===== config.mk =====
export PLATFORM = sky130hd
export DESIGN_NAME = matrix_multiply_engine
export DESIGN_NICKNAME = d
export VERILOG_FILES = /design/src/rtl/core/mme_pkg.sv /design/src/rtl/core/mme_ram.sv /design/src/rtl/core/mme_mac.sv /design/src/rtl/core/matrix_multiply_engine.sv
export VERILOG_INCLUDE_DIRS = /design/src /design/src/rtl/core
export SDC_FILE = /design/constraint.sdc
export NUM_CORES = 2
export LEC_CHECK = 0
export BUFFER_PORTS_ARGS = -buffer_cell sky130_fd_sc_hd__buf_4
export CAP_MARGIN = 15
export CELL_PAD_IN_SITES_DETAIL_PLACEMENT = 0
export CELL_PAD_IN_SITES_GLOBAL_PLACEMENT = 2
export CORE_MARGIN = 4
export CORE_UTILIZATION = 50
export DETAILED_ROUTE_END_ITERATION = 10
export PLACE_DENSITY = 0.82
export RECOVER_POWER = 100
export SLEW_MARGIN = 40
export SYNTH_ARGS = -nofsm -noshare
export SYNTH_HDL_FRONTEND = slang
export SYNTH_SLANG_ARGS = --single-unit

===== constraint.sdc =====
create_clock -name clk -period 6.97 [get_ports clk]
set_input_delay 0 -clock clk [delete_from_list [all_inputs] [get_ports clk]]
set_output_delay 0 -clock clk [all_outputs]
set_load 0.05 [all_outputs]

===== src/rtl/core/matrix_multiply_engine_macros.svh =====
// assertion macros shared by the matrix multiply engine rtl
// expects clk and rst_n in the scope of each use
`ifndef MATRIX_MULTIPLY_ENGINE_MACROS_SVH
`define MATRIX_MULTIPLY_ENGINE_MACROS_SVH

`ifndef NO_ASSERTIONS

// same-cycle implication
`define MME_ASSERT_IMP(name, pre, post) \
    name: assert property (@(posedge clk) disable iff (!rst_n) (pre) |-> (post)) \
        else $error("mme assertion failed");

// next-cycle implication
`define MME_ASSERT_NXT(name, pre, post) \
    name: assert property (@(posedge clk) disable iff (!rst_n) (pre) |=> (post)) \
        else $error("mme assertion failed");

`else

`define MME_ASSERT_IMP(name, pre, post)
`define MME_ASSERT_NXT(name, pre, post)

`endif

`endif


===== src/rtl/core/mme_pkg.sv =====
// shared types, constants and helper functions of the matrix multiply engine
// no dependencies
package mme_pkg;

    localparam int MAX_DIM     = 8;
    localparam int IDX_W       = $clog2(MAX_DIM);
    localparam int DEPTH       = MAX_DIM * MAX_DIM;
    localparam int ADDR_W      = $clog2(DEPTH);
    localparam int CFG_W       = 4;
    localparam int CFG_IDX_W   = 2;
    localparam int FIELD_IDX_W = 3;
    localparam int ELEM_W      = 16;
    localparam int PROD_W      = 2 * ELEM_W;
    localparam int ACC_W       = 35;
    localparam int IN_DATA_W   = 24;
    localparam int OUT_DATA_W  = 48;
    localparam int IN_PAD_W    = IN_DATA_W - 2 * FIELD_IDX_W - ELEM_W;
    localparam int OUT_PAD_W   = OUT_DATA_W - 2 * FIELD_IDX_W - ACC_W;

    typedef enum logic [1:0] {
        FUNC_LOAD_A  = 2'd0,
        FUNC_LOAD_B  = 2'd1,
        FUNC_COMPUTE = 2'd2
    } func_t;

    typedef enum logic [CFG_IDX_W-1:0] {
        REG_ROWS_A    = 2'd0,
        REG_INNER_LEN = 2'd1,
        REG_COLS_B    = 2'd2
    } reg_idx_t;

    typedef enum logic [1:0] {
        ST_IDLE,
        ST_ISSUE,
        ST_DRAIN,
        ST_EMIT
    } state_t;

    typedef struct packed {
        logic valid;
        logic first;
        logic last;
    } mac_ctl_t;

    // highest loop index for a dimension register, zero acts as one
    function automatic logic [IDX_W-1:0] dim_last(input logic [CFG_W-1:0] v);
        logic [IDX_W-1:0] r;
        if (v == '0)
            r = '0;
        else if (v > CFG_W'(MAX_DIM))
            r = IDX_W'(MAX_DIM - 1);
        else
            r = IDX_W'(v - 1'b1);
        return r;
    endfunction

    function automatic logic [ADDR_W-1:0] rc_addr(input logic [IDX_W-1:0] row,
                                                  input logic [IDX_W-1:0] col);
        return ADDR_W'(ADDR_W'(row) * ADDR_W'(MAX_DIM) + ADDR_W'(col));
    endfunction

endpackage


===== src/rtl/core/mme_ram.sv =====
// generic single write port, single read port ram with registered read data
// no dependencies
module mme_ram #(
    parameter int DEPTH = 64,
    parameter int WIDTH = 16,
    localparam int AW   = $clog2(DEPTH)
) (
    input  logic             clk,
    input  logic             we,
    input  logic [AW-1:0]    waddr,
    input  logic [WIDTH-1:0] wdata,
    input  logic [AW-1:0]    raddr,
    output logic [WIDTH-1:0] rdata
);

    logic [WIDTH-1:0] mem [DEPTH];
    logic [WIDTH-1:0] rdata_reg;

    always_ff @(posedge clk)
    begin
        if (we)
        begin
            mem[waddr] <= wdata;
        end
        rdata_reg <= mem[raddr];
    end

    assign rdata = rdata_reg;

endmodule


===== src/rtl/core/mme_mac.sv =====
// shared multiply-accumulate unit: one product register, one accumulator
// depends on mme_pkg
module mme_mac import mme_pkg::*; (
    input  logic                    clk,
    input  logic                    rst_n,
    input  mac_ctl_t                ctl,
    input  logic signed [ELEM_W-1:0] a,
    input  logic signed [ELEM_W-1:0] b,
    output logic signed [ACC_W-1:0] acc,
    output logic                    done
);

    logic signed [PROD_W-1:0] prod_reg;
    logic signed [ACC_W-1:0]  acc_reg;
    logic signed [ACC_W-1:0]  acc_next;
    mac_ctl_t                 ctl_reg;
    logic                     done_reg;

    always_ff @(posedge clk or negedge rst_n)
    begin
        if (!rst_n)
        begin
            ctl_reg  <= '0;
            done_reg <= 1'b0;
        end
        else
        begin
            ctl_reg  <= ctl;
            done_reg <= ctl_reg.valid & ctl_reg.last;
        end
    end

    always_comb
    begin
        if (ctl_reg.first)
            acc_next = ACC_W'(prod_reg);
        else
            acc_next = acc_reg + ACC_W'(prod_reg);
    end

    always_ff @(posedge clk)
    begin
        prod_reg <= a * b;
        if (ctl_reg.valid)
        begin
            acc_reg <= acc_next;
        end
    end

    assign acc  = acc_reg;
    assign done = done_reg;

endmodule


===== src/rtl/core/matrix_multiply_engine.sv =====
// Matrix multiply engine C = A x B on signed Q8.8 elements with exact Q19.16
// sums. A load word (func 0 or 1) writes one element of A or B. A compute word
// (func 2) walks every result element row by row on the single shared
// multiply-accumulate unit: one term per cycle from the A and B rams, then the
// ram read, product and accumulator registers drain and the result is emitted;
// an output stall holds the emit. The input is not ready while a compute is
// running; a finished result waits in the output register while the next one
// is formed. Dimension registers of 0 act as 1, above 8 act as 8; loads beyond
// the array are dropped.
// depends on mme_pkg, mme_ram, mme_mac and matrix_multiply_engine_macros.svh
`include "matrix_multiply_engine_macros.svh"

module matrix_multiply_engine import mme_pkg::*; (
    input  logic                  clk,
    input  logic                  rst_n,
    input  logic                  s_axis_tvalid,
    output logic                  s_axis_tready,
    // row_index [2:0], col_index [5:3], element_value [21:6], zero pad
    input  logic [IN_DATA_W-1:0]  s_axis_tdata,
    // func [1:0]
    input  logic [1:0]            s_axis_tuser,
    output logic                  m_axis_tvalid,
    input  logic                  m_axis_tready,
    // out_row [2:0], out_col [5:3], product_value [40:6], zero pad
    output logic [OUT_DATA_W-1:0] m_axis_tdata,
    output logic                  m_axis_tlast,
    input  logic                  cfg_we,
    input  logic [CFG_IDX_W-1:0]  cfg_index,
    input  logic [CFG_W-1:0]      cfg_data
);

    state_t                  state_reg, state_next;
    logic [IDX_W-1:0]        i_reg, i_next;
    logic [IDX_W-1:0]        j_reg, j_next;
    logic [IDX_W-1:0]        k_reg, k_next;
    logic [CFG_W-1:0]        rows_a_reg, inner_len_reg, cols_b_reg;
    logic [IDX_W-1:0]        i_last, j_last, k_last;
    mac_ctl_t                issue_ctl, rd_ctl_reg;

    logic                    out_valid_reg, out_valid_next;
    logic [FIELD_IDX_W-1:0]  out_row_reg, out_col_reg;
    logic signed [ACC_W-1:0] out_val_reg;
    logic                    out_last_reg;
    logic                    out_load;

    logic [FIELD_IDX_W-1:0]  in_row, in_col;
    logic [ELEM_W-1:0]       in_val;
    logic                    in_range;
    logic                    s_accept;

    logic                    we_a, we_b;
    logic [ADDR_W-1:0]       waddr, raddr_a, raddr_b;
    logic [ELEM_W-1:0]       rdata_a, rdata_b;
    logic signed [ACC_W-1:0] mac_acc;
    logic                    mac_done;

    assign in_row   = s_axis_tdata[FIELD_IDX_W-1:0];
    assign in_col   = s_axis_tdata[2*FIELD_IDX_W-1:FIELD_IDX_W];
    assign in_val   = s_axis_tdata[2*FIELD_IDX_W+ELEM_W-1:2*FIELD_IDX_W];
    assign in_range = (CFG_W'(in_row) < CFG_W'(MAX_DIM)) &&
                      (CFG_W'(in_col) < CFG_W'(MAX_DIM));
    assign s_accept = s_axis_tvalid & s_axis_tready;
    assign waddr    = rc_addr(in_row[IDX_W-1:0], in_col[IDX_W-1:0]);
    assign raddr_a  = rc_addr(i_reg, k_reg);
    assign raddr_b  = rc_addr(k_reg, j_reg);

    assign i_last = dim_last(rows_a_reg);
    assign k_last = dim_last(inner_len_reg);
    assign j_last = dim_last(cols_b_reg);

    mme_ram #(.DEPTH(DEPTH), .WIDTH(ELEM_W)) u_ram_a (
        .clk   (clk),
        .we    (we_a),
        .waddr (waddr),
        .wdata (in_val),
        .raddr (raddr_a),
        .rdata (rdata_a)
    );

    mme_ram #(.DEPTH(DEPTH), .WIDTH(ELEM_W)) u_ram_b (
        .clk   (clk),
        .we    (we_b),
        .waddr (waddr),
        .wdata (in_val),
        .raddr (raddr_b),
        .rdata (rdata_b)
    );

    mme_mac u_mac (
        .clk   (clk),
        .rst_n (rst_n),
        .ctl   (rd_ctl_reg),
        .a     (rdata_a),
        .b     (rdata_b),
        .acc   (mac_acc),
        .done  (mac_done)
    );

    // configuration registers
    always_ff @(posedge clk or negedge rst_n)
    begin
        if (!rst_n)
        begin
            rows_a_reg    <= CFG_W'(MAX_DIM);
            inner_len_reg <= CFG_W'(MAX_DIM);
            cols_b_reg    <= CFG_W'(MAX_DIM);
        end
        else if (cfg_we)
        begin
            case (cfg_index)
                REG_ROWS_A:    rows_a_reg    <= cfg_data;
                REG_INNER_LEN: inner_len_reg <= cfg_data;
                REG_COLS_B:    cols_b_reg    <= cfg_data;
                default:       ;
            endcase
        end
    end

    always_ff @(posedge clk or negedge rst_n)
    begin
        if (!rst_n)
        begin
            state_reg     <= ST_IDLE;
            i_reg         <= '0;
            j_reg         <= '0;
            k_reg         <= '0;
            rd_ctl_reg    <= '0;
            out_valid_reg <= 1'b0;
        end
        else
        begin
            state_reg     <= state_next;
            i_reg         <= i_next;
            j_reg         <= j_next;
            k_reg         <= k_next;
            rd_ctl_reg    <= issue_ctl;
            out_valid_reg <= out_valid_next;
        end
    end

    always_ff @(posedge clk)
    begin
        if (out_load)
        begin
            out_row_reg  <= FIELD_IDX_W'(i_reg);
            out_col_reg  <= FIELD_IDX_W'(j_reg);
            out_val_reg  <= mac_acc;
            out_last_reg <= (i_reg == i_last) && (j_reg == j_last);
        end
    end

    // sequencer: one inner term per cycle in issue, then wait for the accumulator and emit
    always_comb
    begin
        state_next     = state_reg;
        i_next         = i_reg;
        j_next         = j_reg;
        k_next         = k_reg;
        issue_ctl      = '0;
        s_axis_tready  = 1'b0;
        we_a           = 1'b0;
        we_b           = 1'b0;
        out_load       = 1'b0;

        case (state_reg)
            ST_IDLE:
            begin
                s_axis_tready = 1'b1;
                if (s_axis_tvalid)
                begin
                    case (s_axis_tuser)
                        FUNC_LOAD_A:
                            we_a = in_range;
                        FUNC_LOAD_B:
                            we_b = in_range;
                        FUNC_COMPUTE:
                        begin
                            i_next     = '0;
                            j_next     = '0;
                            k_next     = '0;
                            state_next = ST_ISSUE;
                        end
                        default: ;
                    endcase
                end
            end
            ST_ISSUE:
            begin
                issue_ctl.valid = 1'b1;
                issue_ctl.first = (k_reg == '0);
                issue_ctl.last  = (k_reg == k_last);
                if (k_reg == k_last)
                begin
                    k_next     = '0;
                    state_next = ST_DRAIN;
                end
                else
                begin
                    k_next = k_reg + 1'b1;
                end
            end
            ST_DRAIN:
            begin
                if (mac_done)
                    state_next = ST_EMIT;
            end
            ST_EMIT:
            begin
                if (!out_valid_reg || m_axis_tready)
                begin
                    out_load = 1'b1;
                    if ((i_reg == i_last) && (j_reg == j_last))
                    begin
                        state_next = ST_IDLE;
                    end
                    else
                    begin
                        state_next = ST_ISSUE;
                        if (j_reg == j_last)
                        begin
                            j_next = '0;
                            i_next = i_reg + 1'b1;
                        end
                        else
                        begin
                            j_next = j_reg + 1'b1;
                        end
                    end
                end
            end
            default:
                state_next = ST_IDLE;
        endcase

        if (out_load)
            out_valid_next = 1'b1;
        else if (m_axis_tready)
            out_valid_next = 1'b0;
        else
            out_valid_next = out_valid_reg;
    end

    assign m_axis_tvalid = out_valid_reg;
    assign m_axis_tdata  = {{OUT_PAD_W{1'b0}}, out_val_reg, out_col_reg, out_row_reg};
    assign m_axis_tlast  = out_last_reg;

    `MME_ASSERT_IMP(a_done_in_drain, mac_done, state_reg == ST_DRAIN)
    `MME_ASSERT_NXT(a_compute_starts, s_accept && (s_axis_tuser == FUNC_COMPUTE),
                    (state_reg == ST_ISSUE) && !s_axis_tready)
    `MME_ASSERT_NXT(a_emit_waits, (state_reg == ST_EMIT) && out_valid_reg && !m_axis_tready,
                    state_reg == ST_EMIT)
    `MME_ASSERT_NXT(a_no_stray_word, (state_reg != ST_EMIT) && !out_valid_reg,
                    !m_axis_tvalid)

endmodule

Word-level counts from Yosys, hierarchy flattened
Memories as Yosys holds them, arrays and structs flattened. A register that Yosys moved wholly into a read port is not among the register bits.
Cells that the tools add are included.
{"block": "word_totals", "ramBits": 2048, "input_bits": 37, "reg_bits": 140, "wordCells": 117, "memories": 2}
{"memory": "u_ram_a.mem", "words": 64, "word_bits": 16, "rd": 1, "rd_clocked_by_memory_dff": 1, "wr": 1, "line_no": "mme_ram.sv:16", "source": "logic [WIDTH-1:0] mem [DEPTH];"}
{"memory": "u_ram_b.mem", "words": 64, "word_bits": 16, "rd": 1, "rd_clocked_by_memory_dff": 1, "wr": 1, "line_no": "mme_ram.sv:16"}
{"block": "classes", "bitwise_logic": 1, "n_eq_ne": 17, "reduce_logical": 20, "order_cmp": 3, "n_mux": 42, "multipliers": 1, "addsub": 10}
{"op": "$mux 3", "n": 16}
{"op": "$add 35x32->35", "n": 1}
{"op": "$mux 35", "n": 1}
{"op": "$mul 16x16->32", "n": 1}
{"op": "$add 6x3->6", "n": 3}
{"op": "$pmux 3 s2", "n": 3}
{"op": "$mux 1", "n": 16}
{"op": "$gt 4x4->1 const B", "n": 3}
{"op": "$logic_not 4->1", "n": 3}
{"op": "$mux 2", "n": 5}
{"op": "$ne 2x2->1 const B", "n": 5}
{"op": "$reduce_and 5->1", "n": 2}
{"op": "$add 3x1->3 const B", "n": 3}
{"op": "$eq 3x3->1", "n": 3}
{"op": "$sub 3x1->3 const B", "n": 3}
{"op": "$eq 2x2->1 const B", "n": 4}
{"op": "$pmux 2 s4", "n": 1}
{"op": "$eq 2x1->1 const B", "n": 3}
{"op": "$logic_not 2->1", "n": 3}
{"op": "$reduce_and 2->1", "n": 3}
{"op": "$reduce_and 6->1", "n": 1}
{"op": "$reduce_bool 2->1", "n": 3}
{"op": "$ne 2x1->1 const B", "n": 2}
{"op": "$logic_not 3->1", "n": 1}
{"op": "5 further kinds", "n": 5}

Longest topological paths before layout
{"block": "depth", "word_depth": 8, "depth_mapped": 24, "mapped_depth_nobuf": 23}

Modules after synthesis
Synthesis repeated with hierarchy kept, for this count alone.
{"block": "hier_totals", "cells_unflattened": 5359, "area_unflattened_um2": 96931.7}
{"mod": "mme_ram", "cells_per_inst": 1829, "n_inst": 2, "seq_area_each_um2": 31069.8, "area_per_inst_um2": 40042.2}
{"mod": "mme_mac", "cells_per_inst": 1450, "n_inst": 1, "seq_area_each_um2": 1791.7, "area_per_inst_um2": 13630.6}
{"mod": "matrix_multiply_engine", "cells_per_inst": 251, "n_inst": 1, "seq_area_each_um2": 1940.6, "area_per_inst_um2": 3216.8}

Worst setup path before layout
OpenSTA, ideal clock, no wires.
{"block": "synth_path", "kind": "register -> register", "from": "reg u_ram_b.rdata_reg[7] (netlist: u_ram_b.rdata[7]) (read register of u_ram_b.mem)", "to": "reg u_mac.prod_reg[30]", "period_less_slack_ns": 5.993, "t_arrival_ns": 5.935, "t_required_ns": 6.912, "slack_ns": 0.977, "setup_time_ns": 0.058, "path_stages_with_launch": 24, "cell_sequence": "dfxtp_1 clkbuf_1 nand2_1 fa_1 inv_1 fa_1 inv_1 fa_1 inv_1 fa_1 fa_1 inv_1 fa_1 inv_1 ha_1 nand3_1 o221ai_1 a21oi_1 o21ai_2 o22a_1 a221o_1 a211o_1 nor4_2 a211o_1"}
{"block": "synth_between", "elab_chain_cells": 1}
{"element": "start: declaration", "line_no": "mme_ram.sv:17", "source": "logic [WIDTH-1:0] rdata_reg;"}
{"element": "$mul 16x16->32", "line_no": "mme_mac.sv:43", "source": "prod_reg <= a * b;"}
{"element": "end signal: assignment", "line_no": "mme_mac.sv:43"}
{"element": "end: declaration", "line_no": "mme_mac.sv:13", "source": "logic signed [PROD_W-1:0] prod_reg;"}
No other way between the ends.
A chain may end at the register's enable or synchronous reset.

Final worst setup path
{"block": "layout_path", "from": "reg u_ram_a.rdata_reg[7] (netlist: u_ram_a.rdata[7]) (read register of u_ram_a.mem)", "to": "reg u_mac.prod_reg[30]"}
{"block": "layout_between", "elab_chain_cells": 1}
{"element": "start: declaration", "line_no": "mme_ram.sv:17"}
{"element": "$mul 16x16->32", "line_no": "mme_mac.sv:43"}
No other way between the ends.

==> results.tsv <==
stage	metric	value	unit
run_status	outcome	complete, but fails checks	
run_status	failing checks	capacitance limit, slew limit	
route	DRC Markers	0	
place	Placement Cell Area	99600	um^2
global_route	gr ovfl total	0	
synthesis	Netlist Area Pre-Place	95300	um^2
critical_path	Worst EP required	7770	ps
timing	fin crit share	94.0	%
synthesis	Post-synth EDFFs	2125	
global_route	initial antenna violation count	29	
place	post-DP HPWL	133000	um
critical_path	CP Capture Type	flip-flop	
hold_path	worst min path class	in -> reg	
layout	area grow syn2layout	11.6	%
synthesis	post-synth top area share	67.0	%
clock_network	worst skew pair latency	870	ps
layout	Largest regs	u_ram_a.mem (1024), u_ram_b.mem (1024)	
timing	skew final	54.1	ps
route	Routed wire per std cell	28.5	um
route	Antenna Nets Post-Route	0	
timing	unrepaired setup endpoints after global routing	no	
global_route	met2 GRT Util	36.0	%
global_route	GR peak layer	met2	
clock_network	clock slew at reported path FFs	60	ps
synthesis	register area share after synthesis	69.1	%
synthesis	Synth Warn #	0	
critical_path	crit path kind	reg -> reg	
synthesis	Mapped Cells	4765	
synthesis	Synth area leaders	edfxtp_1 67%, mux4_2 16%, fa_1 5.5%, ha_1 1.7%, inv_1 1.4%	
floorplanning	Core Area	189000	um^2
floorplanning	IO Count	88	
clock_network	Clock H-tree levels	4	
timing	worst slew pin tran	4690	ps
synthesis	Netlist cell types	72	
place	GPL Wtd Cong	0.798	
layout	fill count	14200	
floorplanning	chip width	445	um
synthesis	Primary FF master, synth	edfxtp_1	
critical_path	crit path launch type	flip-flop	
synthesis	Mean Syn Cell Area	20.0	um^2
global_route	met1 usage	32.8	%
route	drt first pass iters	6	
floorplanning	Die Ht	445	um
layout	Finished Core Util	56.4	%
timing	final setup vio count	0	
timing	final hold violations	0	
layout	share of layout cells above drive strength 1	20.3	%
global_route	largest net degree at the start of global routing	113	
floorplanning	Initial Utilization	50.5	%
timing	fin crit period	6550	ps
synthesis	Synth Register Bits	2220	
layout	most frequent cells in the layout	2125 x edfxtp_1, 672 x mux4_2, 344 x inv_1	
timing	setup TNS after final layout	0	ps
floorplanning	Cell Rows	159	
route	initial drt markers	5292	
route	aggregate routed wire length	221000	um
place	Port Buf Inserts	78	
clock_network	CTS tree	yes	
timing	Max-slew headroom	-212	%
route	Avg Vias per Cell	5.96	
floorplanning	full die area	198000	um^2
timing	Max Fclk	153	MHz
route	vias	46300	
global_route	vias in the first global route	47100	
flow_run	Max-Cap Viols	68	
synthesis	dominant cell type by area after synthesis	edfxtp_1	
clock_network	TritonCTS Buffers	215	
layout	Design Area, Final	106000	um^2
global_route	met3 usage	4.12	%
synthesis	Post-synth ARST share	1.40	%
layout	commonest non-fill, non-tap cell in the layout	edfxtp_1	
timing	Slew Limit Fails	2929	
layout	final net count	5515	
critical_path	CP arrival	7350	ps
clock_network	clock tree buffer depth	3	
critical_path	CP max FO	9	
global_route	Total GRT Usage	22.6	%
global_route	first-pass GRT wire length	326000	um
clock_network	clk root buf	clkbuf_16	
clock_network	clk sinks	2220	
## Yosys cell counts, drive strengths merged, types with 14 or more instances
library cell and instances:
nand2 205, ha 127, o21ai 74, buf 81, dfxtp 64, dfrtp 28, mux4 672, o21bai 14
nor2 178, a21o 28, edfxtp 2125, clkbuf 130, inv 346, fa 263, nand3 16, and2 120
xnor2 40, a21oi 57, xor2 26, nand2b 23
## logic make-up (layout without fill, tap and decap cells)
family                     after synthesis  in the layout  share of synthesized area, %
AOI/OAI and AO/OA                      238            238                          1.58
xor gates and xnor gates                66             66                         0.607
adders and majority gates              393            393                          7.23
buffers and inverters                  557           1060                          2.40
DFF                                   2220           2220                          69.1
muxes                                  686            686                          16.1
other                                    1             20                       0.00394
and+or+nand+nor                        604            604                          2.98
## routing by layer
metal / share of wire [%] / vias to the layer above
li1: - / 19400
met1: 41 / 24700
met2: 48 / 1891
met3: 7.8 / 350
met4: 2.8 / 14
met5: 0.040 / -
## worst max-delay path: stages, from the launching register on
cell,delay (ps)
dfxtp_1,490
buf_4,250
nand2_1,100
fa_1,560
inv_1,50
fa_1,490
inv_1,50
fa_1,570
inv_1,60
fa_1,460
fa_1,500
inv_1,50
fa_1,470
inv_1,40
ha_1,350
nand3_1,130
o221ai_1,120
a21oi_1,200
o21ai_2,110
o22a_1,290
a221o_1,400
a211o_1,320
nor4_1,300
a211o_1,140
## final cells by class
class	count	area [um^2]	area share, %
Antenna cell	13	32.5	0.0306
Clock buffer	256	5580	5.25
Clock inverter	147	1540	1.44
Inverter	346	1310	1.23
Multi-Input combinational cell	1994	27100	25.5
Sequential cell	2220	65900	62.0
Tap cell	2495	3120	2.94
Timing Repair Buffer	311	1760	1.66
## path summary, 6_finish.rpt
path / startpoint / endpoint / slack [ps] / cells past startpoint
min reg2reg: rd_ctl_reg[2] / u_mac.ctl_reg[2] / 350 / 0
min in group asynchronous: rst_n / i_reg[0] / 810 / 4
max: u_ram_a.rdata[7] / u_mac.prod_reg[30] / 420 / 23
min: s_axis_tuser[1] / j_reg[1] / 120 / 4
max reg2reg: u_ram_a.rdata[7] / u_mac.prod_reg[30] / 420 / 23
max in group asynchronous: rst_n / k_reg[1] / 4920 / 4
## stage by stage
| stage | hold slack, ps | setup WS, ps | cells |
|---|---|---|---|
| final | 123 | 421 | 7782 |
| after global routing | 104 | 44.7 | 7773 |
| after CTS | 40.0 | 413 | 7767 |
| after detailed placement | -32.4 | 404 | 7317 |
| after global placement | -39.0 | 386 | 7316 |
| after floorplan | -296 | 977 | 4771 |
## repair_timing
| item | CTS | global route |
|---|---|---|
| hold buffers | 47 | 0 |
| gates resized for setup | 0 | 0 |
| endpoints found under the hold margin | 1228 | 0 |
| buffers inserted | 0 | 0 |
Power is left out: the tool's default activity adds up to more than one toggle a clock period on the data nets, which glitch-free logic cannot reach.
